`src/design/fbd_pkg.sv`:
```
package fbd_pkg;

	localparam int SAMPLE_BITS_DEF = 16;
	localparam int CNT_BITS = 6;
	localparam int PHASE_BITS = 16;
	localparam int QUEUE_DEPTH = 2;
	localparam int ADDR_BITS = 3;
	localparam int DATA_BITS = 32;

	localparam logic [CNT_BITS-1:0] BASE_COUNT_RESET = 6'd40;
	localparam logic [PHASE_BITS-1:0] PHASE_STEP_RESET = 16'd33927;
	localparam logic [CNT_BITS-1:0] CNT_MAX = '1;

	typedef enum logic {
		REG_BASE_COUNT = 1'b0,
		REG_PHASE_STEP = 1'b1
	} fbd_reg_t;

	typedef struct packed {
		logic [CNT_BITS-1:0]   base_count;
		logic [PHASE_BITS-1:0] phase_step;
	} fbd_cfg_t;

	typedef struct packed {
		logic full;
		logic valid;
	} fbd_q_status_t;

endpackage

```
`src/design/fbd_stream_if.sv`:
```
interface fbd_sample_if #(
	parameter int SAMPLE_BITS = 16
) ();
	logic                   valid;
	logic                   ready;
	logic [SAMPLE_BITS-1:0] sample_in;

	modport source (output valid, output sample_in, input ready);
	modport sink (input valid, input sample_in, output ready);
endinterface

interface fbd_avg_if #(
	parameter int SAMPLE_BITS = 16
) ();
	logic                   valid;
	logic                   ready;
	logic [SAMPLE_BITS-1:0] avg_sample;

	modport source (output valid, output avg_sample, input ready);
	modport sink (input valid, input avg_sample, output ready);
endinterface

```
`src/design/fbd_queue.sv`:
```
module fbd_queue #(
	parameter int W = 28
) (
	input  logic                  clk,
	input  logic                  arst_n,
	input  logic                  push,
	input  logic [W-1:0]          push_data,
	input  logic                  pop,
	output logic [W-1:0]          pop_data,
	output fbd_pkg::fbd_q_status_t status
);
	import fbd_pkg::*;

	localparam int PTR_BITS = (QUEUE_DEPTH > 1) ? $clog2(QUEUE_DEPTH) : 1;
	localparam int FILL_BITS = $clog2(QUEUE_DEPTH + 1);

	logic [W-1:0]         mem_q [QUEUE_DEPTH];
	logic [PTR_BITS-1:0]  wr_ptr_q;
	logic [PTR_BITS-1:0]  rd_ptr_q;
	logic [FILL_BITS-1:0] fill_q;

	function automatic logic [PTR_BITS-1:0] next_ptr(input logic [PTR_BITS-1:0] p);
		return (p == PTR_BITS'(QUEUE_DEPTH - 1)) ? '0 : p + PTR_BITS'(1);
	endfunction

	assign status.full  = (fill_q == FILL_BITS'(QUEUE_DEPTH));
	assign status.valid = (fill_q != '0);
	assign pop_data     = mem_q[rd_ptr_q];

	always_ff @(posedge clk) begin
		if (push) begin
			mem_q[wr_ptr_q] <= push_data;
		end
	end

	always_ff @(posedge clk or negedge arst_n) begin
		if (!arst_n) begin
			wr_ptr_q <= '0;
			rd_ptr_q <= '0;
			fill_q   <= '0;
		end else begin
			if (push) begin
				wr_ptr_q <= next_ptr(wr_ptr_q);
			end
			if (pop) begin
				rd_ptr_q <= next_ptr(rd_ptr_q);
			end
			case ({push, pop})
				2'b10:   fill_q <= fill_q + FILL_BITS'(1);
				2'b01:   fill_q <= fill_q - FILL_BITS'(1);
				default: fill_q <= fill_q;
			endcase
		end
	end

endmodule

```
`src/design/fbd_front.sv`:
```
module fbd_front #(
	parameter int SAMPLE_BITS = 16
) (
	input  logic                           clk,
	input  logic                           arst_n,
	fbd_sample_if.sink                     in_ch,
	input  fbd_pkg::fbd_cfg_t              cfg,
	input  fbd_pkg::fbd_q_status_t         q_stat,
	output logic                           push,
	output logic [SAMPLE_BITS+5:0]         push_sum,
	output logic [fbd_pkg::CNT_BITS-1:0]   push_cnt
);
	import fbd_pkg::*;

	localparam int SUM_BITS = SAMPLE_BITS + CNT_BITS;

	logic [SUM_BITS-1:0]   sum_q, sum_n;
	logic [CNT_BITS-1:0]   count_q, cnt_n;
	logic [CNT_BITS-1:0]   target_q, long_win;
	logic [PHASE_BITS-1:0] phase_q, phase_n;
	logic                  accept, emit;

	assign in_ch.ready = !q_stat.full;
	assign accept      = in_ch.valid && in_ch.ready;

	assign sum_n    = sum_q + {{CNT_BITS{1'b0}}, in_ch.sample_in};
	assign cnt_n    = count_q + CNT_BITS'(1);
	assign emit     = (cnt_n >= target_q);
	assign phase_n  = phase_q + cfg.phase_step;
	assign long_win = (cfg.base_count == CNT_MAX) ? CNT_MAX : cfg.base_count + CNT_BITS'(1);

	assign push     = accept && emit;
	assign push_sum = sum_n;
	assign push_cnt = (cnt_n == '0) ? CNT_BITS'(1) : cnt_n;

	always_ff @(posedge clk or negedge arst_n) begin
		if (!arst_n) begin
			sum_q    <= '0;
			count_q  <= '0;
			target_q <= BASE_COUNT_RESET;
			phase_q  <= '0;
		end else if (accept) begin
			if (emit) begin
				sum_q    <= '0;
				count_q  <= '0;
				phase_q  <= phase_n;
				target_q <= (phase_n >= cfg.phase_step) ? cfg.base_count : long_win;
			end else begin
				sum_q   <= sum_n;
				count_q <= cnt_n;
			end
		end
	end

endmodule

```
`src/design/fbd_divider.sv`:
```
module fbd_divider #(
	parameter int SAMPLE_BITS = 16
) (
	input  logic                         clk,
	input  logic                         arst_n,
	input  logic                         q_valid,
	input  logic [SAMPLE_BITS+5:0]       q_sum,
	input  logic [fbd_pkg::CNT_BITS-1:0] q_cnt,
	output logic                         pop,
	fbd_avg_if.source                    out_ch
);
	import fbd_pkg::*;

	localparam int SUM_BITS = SAMPLE_BITS + CNT_BITS;
	localparam int STEP_BITS = $clog2(SUM_BITS);

	typedef enum logic [1:0] {
		ST_IDLE,
		ST_RUN,
		ST_HOLD
	} state_t;

	state_t                 state_q;
	logic [SUM_BITS-1:0]    acc_q, acc_n;
	logic [CNT_BITS-1:0]    rem_q, rem_n;
	logic [CNT_BITS-1:0]    div_q;
	logic [STEP_BITS-1:0]   step_q;
	logic [CNT_BITS:0]      trial;
	logic                   ge;
	logic                   out_valid_q;
	logic [SAMPLE_BITS-1:0] out_data_q;
	logic                   slot_free;
	logic                   out_load;

	// restoring division, one quotient bit per cycle
	assign trial = {rem_q, acc_q[SUM_BITS-1]};
	assign ge    = (trial >= {1'b0, div_q});
	assign rem_n = ge ? CNT_BITS'(trial - {1'b0, div_q}) : trial[CNT_BITS-1:0];
	assign acc_n = {acc_q[SUM_BITS-2:0], ge};

	assign slot_free = !out_valid_q || out_ch.ready;
	assign pop       = (state_q == ST_IDLE) && q_valid;
	assign out_load  = slot_free && ((state_q == ST_HOLD) ||
		((state_q == ST_RUN) && (step_q == STEP_BITS'(SUM_BITS - 1))));

	assign out_ch.valid      = out_valid_q;
	assign out_ch.avg_sample = out_data_q;

	always_ff @(posedge clk or negedge arst_n) begin
		if (!arst_n) begin
			state_q     <= ST_IDLE;
			out_valid_q <= 1'b0;
			out_data_q  <= '0;
			acc_q       <= '0;
			rem_q       <= '0;
			div_q       <= '0;
			step_q      <= '0;
		end else begin
			if (out_load) begin
				out_valid_q <= 1'b1;
			end else if (out_ch.ready) begin
				out_valid_q <= 1'b0;
			end
			case (state_q)
				ST_IDLE: begin
					if (q_valid) begin
						acc_q   <= q_sum;
						rem_q   <= '0;
						div_q   <= q_cnt;
						step_q  <= '0;
						state_q <= ST_RUN;
					end
				end
				ST_RUN: begin
					rem_q  <= rem_n;
					step_q <= step_q + STEP_BITS'(1);
					if (step_q == STEP_BITS'(SUM_BITS - 1)) begin
						if (slot_free) begin
							out_data_q <= acc_n[SAMPLE_BITS-1:0];
							state_q    <= ST_IDLE;
						end else begin
							acc_q   <= acc_n;
							state_q <= ST_HOLD;
						end
					end else begin
						acc_q <= acc_n;
					end
				end
				ST_HOLD: begin
					if (slot_free) begin
						out_data_q <= acc_q[SAMPLE_BITS-1:0];
						state_q    <= ST_IDLE;
					end
				end
				default: state_q <= ST_IDLE;
			endcase
		end
	end

endmodule

```
`src/design/fractional_boxcar_decimator_top.sv`:
```
// Boxcar averaging decimator with a fractional ratio. Samples are taken one per cycle
// while the two-entry window queue has room; each finished window (sum and length) is
// queued and averaged by a bit-serial restoring divider (a load state, then one quotient
// bit per sum bit), which takes the next window only once its result has left the run
// and hold states, so with short windows the divider sets the sustained rate and
// back-pressures the input. A result waits in an output register until it is taken.
// Registers: base_count at 0x0, phase_step at 0x4; new values take effect when the next
// window length is chosen.
module fractional_boxcar_decimator_top #(
	parameter int SAMPLE_BITS = fbd_pkg::SAMPLE_BITS_DEF
) (
	input  logic                          clk,
	input  logic                          arst_n,
	fbd_sample_if.sink                    in_ch,
	fbd_avg_if.source                     out_ch,
	input  logic                          psel,
	input  logic                          penable,
	input  logic                          pwrite,
	input  logic [fbd_pkg::ADDR_BITS-1:0] paddr,
	input  logic [fbd_pkg::DATA_BITS-1:0] pwdata,
	output logic [fbd_pkg::DATA_BITS-1:0] prdata,
	output logic                          pready
);
	import fbd_pkg::*;

	localparam int SUM_BITS = SAMPLE_BITS + CNT_BITS;
	localparam int ENTRY_BITS = SUM_BITS + CNT_BITS;

	fbd_cfg_t            cfg_q;
	fbd_q_status_t       q_stat;
	fbd_reg_t            reg_sel;
	logic                cfg_wr;
	logic                q_push, q_pop;
	logic [SUM_BITS-1:0] push_sum;
	logic [CNT_BITS-1:0] push_cnt;
	logic [ENTRY_BITS-1:0] pop_data;

	assign pready  = 1'b1;
	assign reg_sel = fbd_reg_t'(paddr[2]);
	assign cfg_wr  = psel && penable && pwrite && pready;

	always_comb begin
		case (reg_sel)
			REG_BASE_COUNT: prdata = {{(DATA_BITS-CNT_BITS){1'b0}}, cfg_q.base_count};
			REG_PHASE_STEP: prdata = {{(DATA_BITS-PHASE_BITS){1'b0}}, cfg_q.phase_step};
			default:        prdata = '0;
		endcase
	end

	always_ff @(posedge clk or negedge arst_n) begin
		if (!arst_n) begin
			cfg_q.base_count <= BASE_COUNT_RESET;
			cfg_q.phase_step <= PHASE_STEP_RESET;
		end else if (cfg_wr) begin
			case (reg_sel)
				REG_BASE_COUNT: cfg_q.base_count <= pwdata[CNT_BITS-1:0];
				REG_PHASE_STEP: cfg_q.phase_step <= pwdata[PHASE_BITS-1:0];
				default:        cfg_q <= cfg_q;
			endcase
		end
	end

	fbd_front #(.SAMPLE_BITS(SAMPLE_BITS)) u_front (
		.clk      (clk),
		.arst_n   (arst_n),
		.in_ch    (in_ch),
		.cfg      (cfg_q),
		.q_stat   (q_stat),
		.push     (q_push),
		.push_sum (push_sum),
		.push_cnt (push_cnt)
	);

	fbd_queue #(.W(ENTRY_BITS)) u_queue (
		.clk       (clk),
		.arst_n    (arst_n),
		.push      (q_push),
		.push_data ({push_sum, push_cnt}),
		.pop       (q_pop),
		.pop_data  (pop_data),
		.status    (q_stat)
	);

	fbd_divider #(.SAMPLE_BITS(SAMPLE_BITS)) u_divider (
		.clk     (clk),
		.arst_n  (arst_n),
		.q_valid (q_stat.valid),
		.q_sum   (pop_data[ENTRY_BITS-1:CNT_BITS]),
		.q_cnt   (pop_data[CNT_BITS-1:0]),
		.pop     (q_pop),
		.out_ch  (out_ch)
	);

	a_push_room: assert property (@(posedge clk) disable iff (!arst_n)
		q_push |-> !q_stat.full)
		else $error("window pushed into a full queue");

	a_pop_valid: assert property (@(posedge clk) disable iff (!arst_n)
		q_pop |-> q_stat.valid)
		else $error("divider took a window from an empty queue");

	a_pop_divisor: assert property (@(posedge clk) disable iff (!arst_n)
		q_pop |-> (pop_data[CNT_BITS-1:0] != '0))
		else $error("zero window length reached the divider");

endmodule

```
`src/flat_wrapper.sv`:
```
// flat-port wrapper written by rule: the top's interface ports become plain ports
module fractional_boxcar_decimator_top_flat import fbd_pkg::*;
#(
	parameter int SAMPLE_BITS = fbd_pkg::SAMPLE_BITS_DEF
)
  (clk, arst_n, psel, penable, pwrite, paddr, pwdata, prdata, pready, in_ch_valid, in_ch_sample_in, in_ch_ready, out_ch_valid, out_ch_avg_sample, out_ch_ready);
  fbd_sample_if #(.SAMPLE_BITS(SAMPLE_BITS)) in_ch_i ();
  fbd_avg_if #(.SAMPLE_BITS(SAMPLE_BITS)) out_ch_i ();
  input  logic clk;
  input  logic arst_n;
  input  logic psel;
  input  logic penable;
  input  logic pwrite;
  input  logic [fbd_pkg::ADDR_BITS-1:0] paddr;
  input  logic [fbd_pkg::DATA_BITS-1:0] pwdata;
  output logic [fbd_pkg::DATA_BITS-1:0] prdata;
  output logic pready;
  input wire logic [$bits(in_ch_i.valid)-1:0] in_ch_valid;
  input wire logic [$bits(in_ch_i.sample_in)-1:0] in_ch_sample_in;
  output wire logic [$bits(in_ch_i.ready)-1:0] in_ch_ready;
  output wire logic [$bits(out_ch_i.valid)-1:0] out_ch_valid;
  output wire logic [$bits(out_ch_i.avg_sample)-1:0] out_ch_avg_sample;
  input wire logic [$bits(out_ch_i.ready)-1:0] out_ch_ready;
  assign in_ch_i.valid = in_ch_valid;
  assign in_ch_i.sample_in = in_ch_sample_in;
  assign in_ch_ready = in_ch_i.ready;
  assign out_ch_valid = out_ch_i.valid;
  assign out_ch_avg_sample = out_ch_i.avg_sample;
  assign out_ch_i.ready = out_ch_ready;
  fractional_boxcar_decimator_top #(.SAMPLE_BITS(SAMPLE_BITS)) u_core (.clk(clk), .arst_n(arst_n), .in_ch(in_ch_i), .out_ch(out_ch_i), .psel(psel), .penable(penable), .pwrite(pwrite), .paddr(paddr), .pwdata(pwdata), .prdata(prdata), .pready(pready));
endmodule
```
`config.mk`:
```
export PLATFORM = sky130hd
export DESIGN_NAME = fractional_boxcar_decimator_top_flat
export DESIGN_NICKNAME = d
export VERILOG_FILES = /design/src/design/fbd_pkg.sv /design/src/design/fbd_stream_if.sv /design/src/design/fbd_queue.sv /design/src/design/fbd_front.sv /design/src/design/fbd_divider.sv /design/src/design/fractional_boxcar_decimator_top.sv /design/src/flat_wrapper.sv
export SDC_FILE = /design/constraint.sdc
export NUM_CORES = 1
export LEC_CHECK = 0
export ABC_CLOCK_PERIOD_IN_PS = 8100
export BUFFER_PORTS_ARGS = -buffer_cell sky130_fd_sc_hd__buf_2
export CORE_ASPECT_RATIO = 1.2
export CORE_MARGIN = 8
export CORE_UTILIZATION = 50
export DETAILED_ROUTE_END_ITERATION = 10
export PLACE_DENSITY = 0.69
export REMOVE_ABC_BUFFERS = 1
export SETUP_SLACK_MARGIN = 0.02
export SLEW_MARGIN = 10
export SYNTH_ARGS = -nofsm -noshare
export SYNTH_HDL_FRONTEND = slang
export SYNTH_HIERARCHICAL = 1
export SYNTH_SLANG_ARGS = --single-unit
export TNS_END_PERCENT = 5
```
`constraint.sdc`:
```
create_clock -name clk -period 8.1 [get_ports clk]
set_input_delay 0 -clock clk [delete_from_list [all_inputs] [get_ports clk]]
set_output_delay 0 -clock clk [all_outputs]
set_load 0.02 [all_outputs]
```
==> qor.yml, run 1 <==
die_area_mm2: 0.0266
ant_nets: 0
worst_slew_pin_slew_ps: 1010
path_class: "reg -> reg"
hpwl_um: 14900
finalCritPeriodShare: 0.507
path_max_fanout: 12
yosys_most_used_dff: "dfrtp_1"
diodes: 0
first_iter_violations: 361
num_io_pins: 109
fin_area_mm2: 0.0121
gp_congestion: 0.852
grt_setup_unrepaired: "false"
cts_setup_buffers: 0
tritoncts: "done"
finalSetupTns_ps: 0
clk_latency_ps: 430
synth_cell_type_count: 81
num_vias: 7445
ys_seq_area_frac: 0.467
required_ps: 8440
clockBufferDepth: 2
num_rows: 59
cts.sink_count: 190
grt_pass1_vias: 7372
num-fill-cells: 1827
maxSlewViolCount: 0
path_clk_slew_ps: 70
ir_drop_uv: 193
grt_max_degree: 77
drive_above_1_share: 0.199
postSynth.asyncResetShare: 0.705
coreArea_mm2: 0.0215
drt-vias-per-instance: 5.44
cts_buffers: 17
clock-root-buffer: "clkbuf_16"
gr-usage-all-layers: 0.161
grt.overflow.total: 0
setup_violations: 0
final_hold_viol_count: 0
crit_path_start_kind: "register"
port_buffers: 73
power.leakage_nw: 5.59
drv_cap: 0
worst_ep_arrival_time_ps: 4440
max_freq_mhz: 244
htreeDepth: 4
critPathCaptureType: "register"
hold_path.class: "in -> reg"
outcome: "complete, no violations"
syn2layout_area_growth_pct: 11.8
syn_area_per_cell_um2: 10.8
slew_headroom: 0.324
drt_wl_total_um: 21000
first_pass_iters: 5
ys_ff_latch: 190
nets: 1206
synth_cells: 1005
die_height_um: 177
period_needed_ps: 4100
ys_warn_count: 6
die_w_um: 150
drc: 0
netlist_area_mm2: 0.0108
wl_per_cell_um: 15.4
finalClockSkew_ps: 8.23
r2r_slack_ps: 4000
power.density_mw_per_mm2: 403
dpl_cell_area_mm2: 0.0113
initial_core_util: 0.504
antenna_found_initial: 0
grt_pass1_wl_um: 35200
synth_edf_count: 56
worst paths after layout:
path                                                            start  cells after the start                                     to
worst max-delay path                                  u_core/cfg_q[6]                     13             u_core/u_front/target_q[3]
worst min-delay path                                          penable                      3                       u_core/cfg_q[18]
worst max register to register                        u_core/cfg_q[6]                     13             u_core/u_front/target_q[3]
worst min register to register  u_core/u_divider/out_ch.avg_sample[4]                      2  u_core/u_divider/out_ch.avg_sample[4]
max in group asynchronous                                      arst_n                      3                u_core/u_front/sum_q[0]
min in group asynchronous                                      arst_n                      2  u_core/u_divider/out_ch.avg_sample[6]
layer usage:
metal  part of all wire  up-vias  GRT usage
met5                  0        -          0
met4              0.012        0     0.0509
met3              0.039       18     0.0315
met2               0.50      137      0.280
met1               0.45     3564      0.196
li1                   -     3726          -
repair_timing:
item | 4_1_cts | 5_1_grt
endpoints found under the setup margin | 0 | 0
hold buffers | 19 | 0
resized for setup | 0 | 0
endpoints found under the hold margin | 84 | 0
through the flow:
step                      worst slack, ps   util  total power, mW  cells  hold WS (ps)
after floorplan                      4290      -             3.44    961          -296
after global placement               4070  0.525             3.95   1317          1.94
after detailed placement             4090  0.525             4.02   1317          5.64
after CTS                            4040  0.563             4.91   1368          61.2
after global routing                 3680  0.563             5.26   1368          82.5
final                                4000  0.563             4.88   1368          79.4
logic make-up (layout without fill, tap and decap cells):
| family | after synthesis | in the layout | share of synthesized area |
|---|---|---|---|
| buf+inv | 104 | 178 | 0.0503 |
| mux | 80 | 80 | 0.0884 |
| fa+ha+maj | 67 | 67 | 0.0796 |
| compound gates | 235 | 235 | 0.153 |
| flops | 190 | 190 | 0.467 |
| xor+xnor | 52 | 52 | 0.0421 |
| other cells | 2 | 17 | 0.000694 |
| simple gates | 275 | 275 | 0.120 |
cell usage in the layout (no fill, tap or decap), types with 11 or more instances in the layout:
| cell | synthesis | final |
|---|---|---|
| dlygate4sd3_1 | 0 | 19 |
| a31oi_1 | 34 | 34 |
| nand2_1 | 128 | 128 |
| mux2i_1 | 16 | 16 |
| inv_1 | 44 | 44 |
| dfrtp_1 | 124 | 124 |
| xor2_1 | 24 | 24 |
| a21oi_1 | 40 | 40 |
| nand4_1 | 11 | 11 |
| ha_1 | 64 | 64 |
| a21o_1 | 20 | 20 |
| mux2_2 | 44 | 44 |
| a22o_1 | 17 | 17 |
| mux2_4 | 20 | 20 |
| buf_2 | 15 | 72 |
| xnor2_1 | 28 | 28 |
| edfxtp_1 | 56 | 56 |
| clkbuf_16 | 0 | 18 |
| and2_1 | 12 | 12 |
| nand2b_1 | 12 | 12 |
| nor2_1 | 62 | 61 |
| conb_1 | 2 | 17 |
| o21ai_0 | 54 | 54 |
| nand3_1 | 11 | 11 |
cell type report:
class	count	area, µm²	area share
Sequential cell	190	5050	0.417
Tap cell	274	343	0.0284
Clock inverter	11	143	0.0118
Multi-Input combinational cell	726	5290	0.437
Timing Repair Buffer	101	629	0.0521
Clock buffer	21	472	0.0390
Inverter	45	169	0.0140
report_power, final:
| group | internal [mW] | switching, mW |
|---|---|---|
| logic | 1.03 | 1.36 |
| clock network | 0.492 | 0.375 |
| registers | 1.40 | 0.220 |
worst max-delay path, stage by stage, from the launching register on:
cell	delay, ps
dfrtp_1	420
ha_1	360
a211o_1	340
or2_2	280
o221ai_1	320
o21ai_0	260
xnor2_1	220
xnor2_1	140
ha_1	260
a21oi_1	130
o21ai_0	90
a21oi_1	730
a31oi_1	190
o31ai_1	270
sequential cells by signal, indices dropped and copies added, names as in the netlist, 16 cells and up:
name / flops
u_core/u_divider/out_ch.avg_sample: 16
u_core/u_queue/mem_q: 56
u_core/cfg_q: 22
u_core/u_divider/acc_q: 22
u_core/u_front/sum_q: 22
u_core/u_front/phase_q: 16
synth_stat cells (all sizes together), types with 15 or more instances:
cell type	n	area, µm²
edfxtp	56	1680
buf	44	315
xnor2	28	245
a22o	17	149
mux2i	16	160
nand2	128	480
ha	64	801
a31oi	36	255
dfrtp	124	3100
nor2	63	244
a21oi	42	225
a21o	20	150
inv	45	169
mux2	64	796
xor2	24	210
clkbuf	15	60.1
o21ai	58	294
Power figures use the tool's default switching activity.
==> inputs of run 2 (changes only) <==
ABC_CLOCK_PERIOD_IN_PS = 4200   (was 8100)
clock period = 4.2 ns   (was 8.1 ns; I/O delays follow)
==> qor.yml, run 2 (same netlist as run 1, synthesis figures left out) <==
worst_slew_pin_slew_ps: 1030  # +22.1 ps
crit_path_start_kind: "register"
num_rows: 59  # unchanged
cp_num_cells: 12  # -1
tritoncts: "done"
dp.cells: 1320  # +0.23%
ir_drop_uv: 367  # +91%
postCtsResizedCells: 0  # unchanged
clk_latency_ps: 430  # about the same
htreeDepth: 4  # unchanged
power_switching_mw: 3.83  # +96%
drt_wl_total_um: 21500  # +2.3%
first_pass_iters: 5  # unchanged
num_io_pins: 109  # unchanged
drt-vias-per-instance: 5.49  # +0.84%
r2r_start: "u_core/cfg_q[0]"
critPathCaptureType: "register"
critPathMaxStageDelay_ps: 680  # -50 ps
nets: 1209  # +0.25%
path_class: "reg -> reg"
final_common_cell: "nand2_1"
maxSlewViolCount: 0  # unchanged
gp_congestion: 0.832  # -2.3%
coreArea_mm2: 0.0215  # unchanged
ant_nets: 0  # unchanged
slew_headroom: 0.310  # -0.0135
drive_above_1_share: 0.202  # +0.00310
power.leakage_nw: 5.59  # about the same
die_height_um: 177  # unchanged
port_buffers: 73  # unchanged
final_hold_viol_count: 0  # unchanged
first_iter_violations: 341  # -5.5%
diodes: 0  # unchanged
grt_max_degree: 101  # +31%
crit_family: "compound AO/OA/AOI/OAI gates"
clockPowerShare: 0.173  # -0.005
finalSetupTns_ps: 0  # unchanged
finalClockSkew_ps: 13.1  # +4.86 ps
path_max_fanout: 12  # unchanged
hpwl_um: 15600  # +4.4%
gr-usage-all-layers: 0.168  # +0.00667
syn2layout_area_growth_pct: 12.0
utilization: 0.564  # +0.00140
grt_setup_unrepaired: "false"
critical_path.cell_chain: "ha_1 > fa_1 > a211oi_1 > o21bai_1 > a21oi_1 > xnor2_1 > ha_1 > and3_1 > and4_1 > o311ai_2 > a31oi_1 > o31ai_1"
power_frac_comb: 0.495  # +0.005
largest_register_ff_count: 56  # unchanged
setup_violations: 0  # unchanged
num_vias: 7524  # +1.1%
cp-startpoint: "u_core/cfg_q[0]"
die_area_mm2: 0.0266  # unchanged
fin_cells: 1371  # +0.22%
cts_buffers: 17  # unchanged
wl_per_cell_um: 15.7  # +2.1%
power.total_mw: 9.47  # +94%
clockBufferDepth: 2  # unchanged
cts.sink_count: 190  # unchanged
finalCritPeriodShare: 0.907  # +0.401
worst_ep_arrival_time_ps: 4150  # -290 ps
grt_pass1_vias: 7701  # +4.5%
crit_top_cell: "ha_1"
crit_end: "u_core/u_front/target_q[2]"
cp_slowest_cell: "o311ai_2"
die_w_um: 150  # unchanged
final_cell_mix: "128 x nand2_1, 124 x dfrtp_1, 72 x buf_2"
clock-root-buffer: "clkbuf_16"
cp.buffers_inverters: 0  # unchanged
hold_path.class: "in -> reg"
period_needed_ps: 3810  # -294 ps
r2r_end: "u_core/u_front/target_q[2]"
rr_worst_depth: 12  # -1
outcome: "complete, no violations"
grt.overflow.total: 0  # unchanged
intPower_mw: 5.64  # +93%
top_register: "u_core/u_queue/mem_q"
path_clk_slew_ps: 70  # about the same
initial_core_util: 0.504  # unchanged
drv_cap: 0  # unchanged
required_ps: 4540  # -3900 ps
p_seq_frac: 0.332  # about the same
drc: 0  # unchanged
grt_pass1_wl_um: 36600  # +4.0%
sw_frac_of_total: 0.405  # +0.00387
r2r_slack_ps: 390  # -3610 ps
power.density_mw_per_mm2: 781  # +94%
antenna_found_initial: 0  # unchanged
max_freq_mhz: 262  # +7.7%
## run 2: through the flow
stage          hold slack [ps]  worst slack (ps)  cell area (µm²)
3_3_place_gp               182               212            11300
2_1_floorplan             -296               394            10500
3_5_place_dp               181              64.1            11300
4_1_cts                   72.2              30.5            12100
6_report                  93.7               390            12100
5_1_grt                    103               129            12100
## run 2: final cells by class
type / instances / area (µm²)
Multi-Input combinational cell: 726 / 5300
Inverter: 45 / 169
Sequential cell: 190 / 5050
Clock buffer: 18 / 429
Fill cell: 1839 / 9360
Tap cell: 274 / 343
Timing Repair Buffer: 104 / 664
Clock inverter: 14 / 173
## run 2: power groups by stage
stage	Sequential [mW]	Clock (mW)	Combinational, mW
final	3.14	1.64	4.69
after floorplan	3.14	0	3.50
after global routing	3.24	1.76	5.22
after global placement	3.15	0	4.53
after detailed placement	3.18	0	4.66
after CTS	3.15	1.69	4.69
## run 2: worst reg2reg max path, cell delays in order (launching register included)
cell      delay, ps
dfstp_2         400
ha_1            230
fa_1            430
a211oi_1        370
o21bai_1        130
a21oi_1         180
xnor2_1         160
ha_1            280
and3_1          200
and4_1          200
o311ai_2        680
a31oi_1         210
o31ai_1         250
## run 2: how the worst min path moves through the flow
stage | startpoint | end | slack, ps | cells past startpoint
floorplan | arst_n | u_core/cfg_q[11] | -300 | 0
global placement | arst_n | u_core/u_divider/out_ch.avg_sample[6] | 180 | 1
detailed placement | arst_n | u_core/u_divider/out_ch.avg_sample[6] | 180 | 1
CTS | penable | u_core/cfg_q[19] | 70 | 3
global route | penable | u_core/cfg_q[16] | 100 | 3
finish | penable | u_core/cfg_q[19] | 90 | 3
## run 2: what timing repair did
action                                 in CTS  in global routing
setup buffers                               0                  0
hold buffers                               19                  0
endpoints found under the hold margin     122                  0
## run 2: layer usage
metal  vias to the layer above  part of all wire  GRT usage
met1                      3654              0.43      0.196
met2                       121              0.53      0.304
met3                        15             0.037     0.0299
met5                         -                 0          0
met4                         0            0.0097     0.0517
li1                       3734                 -          -
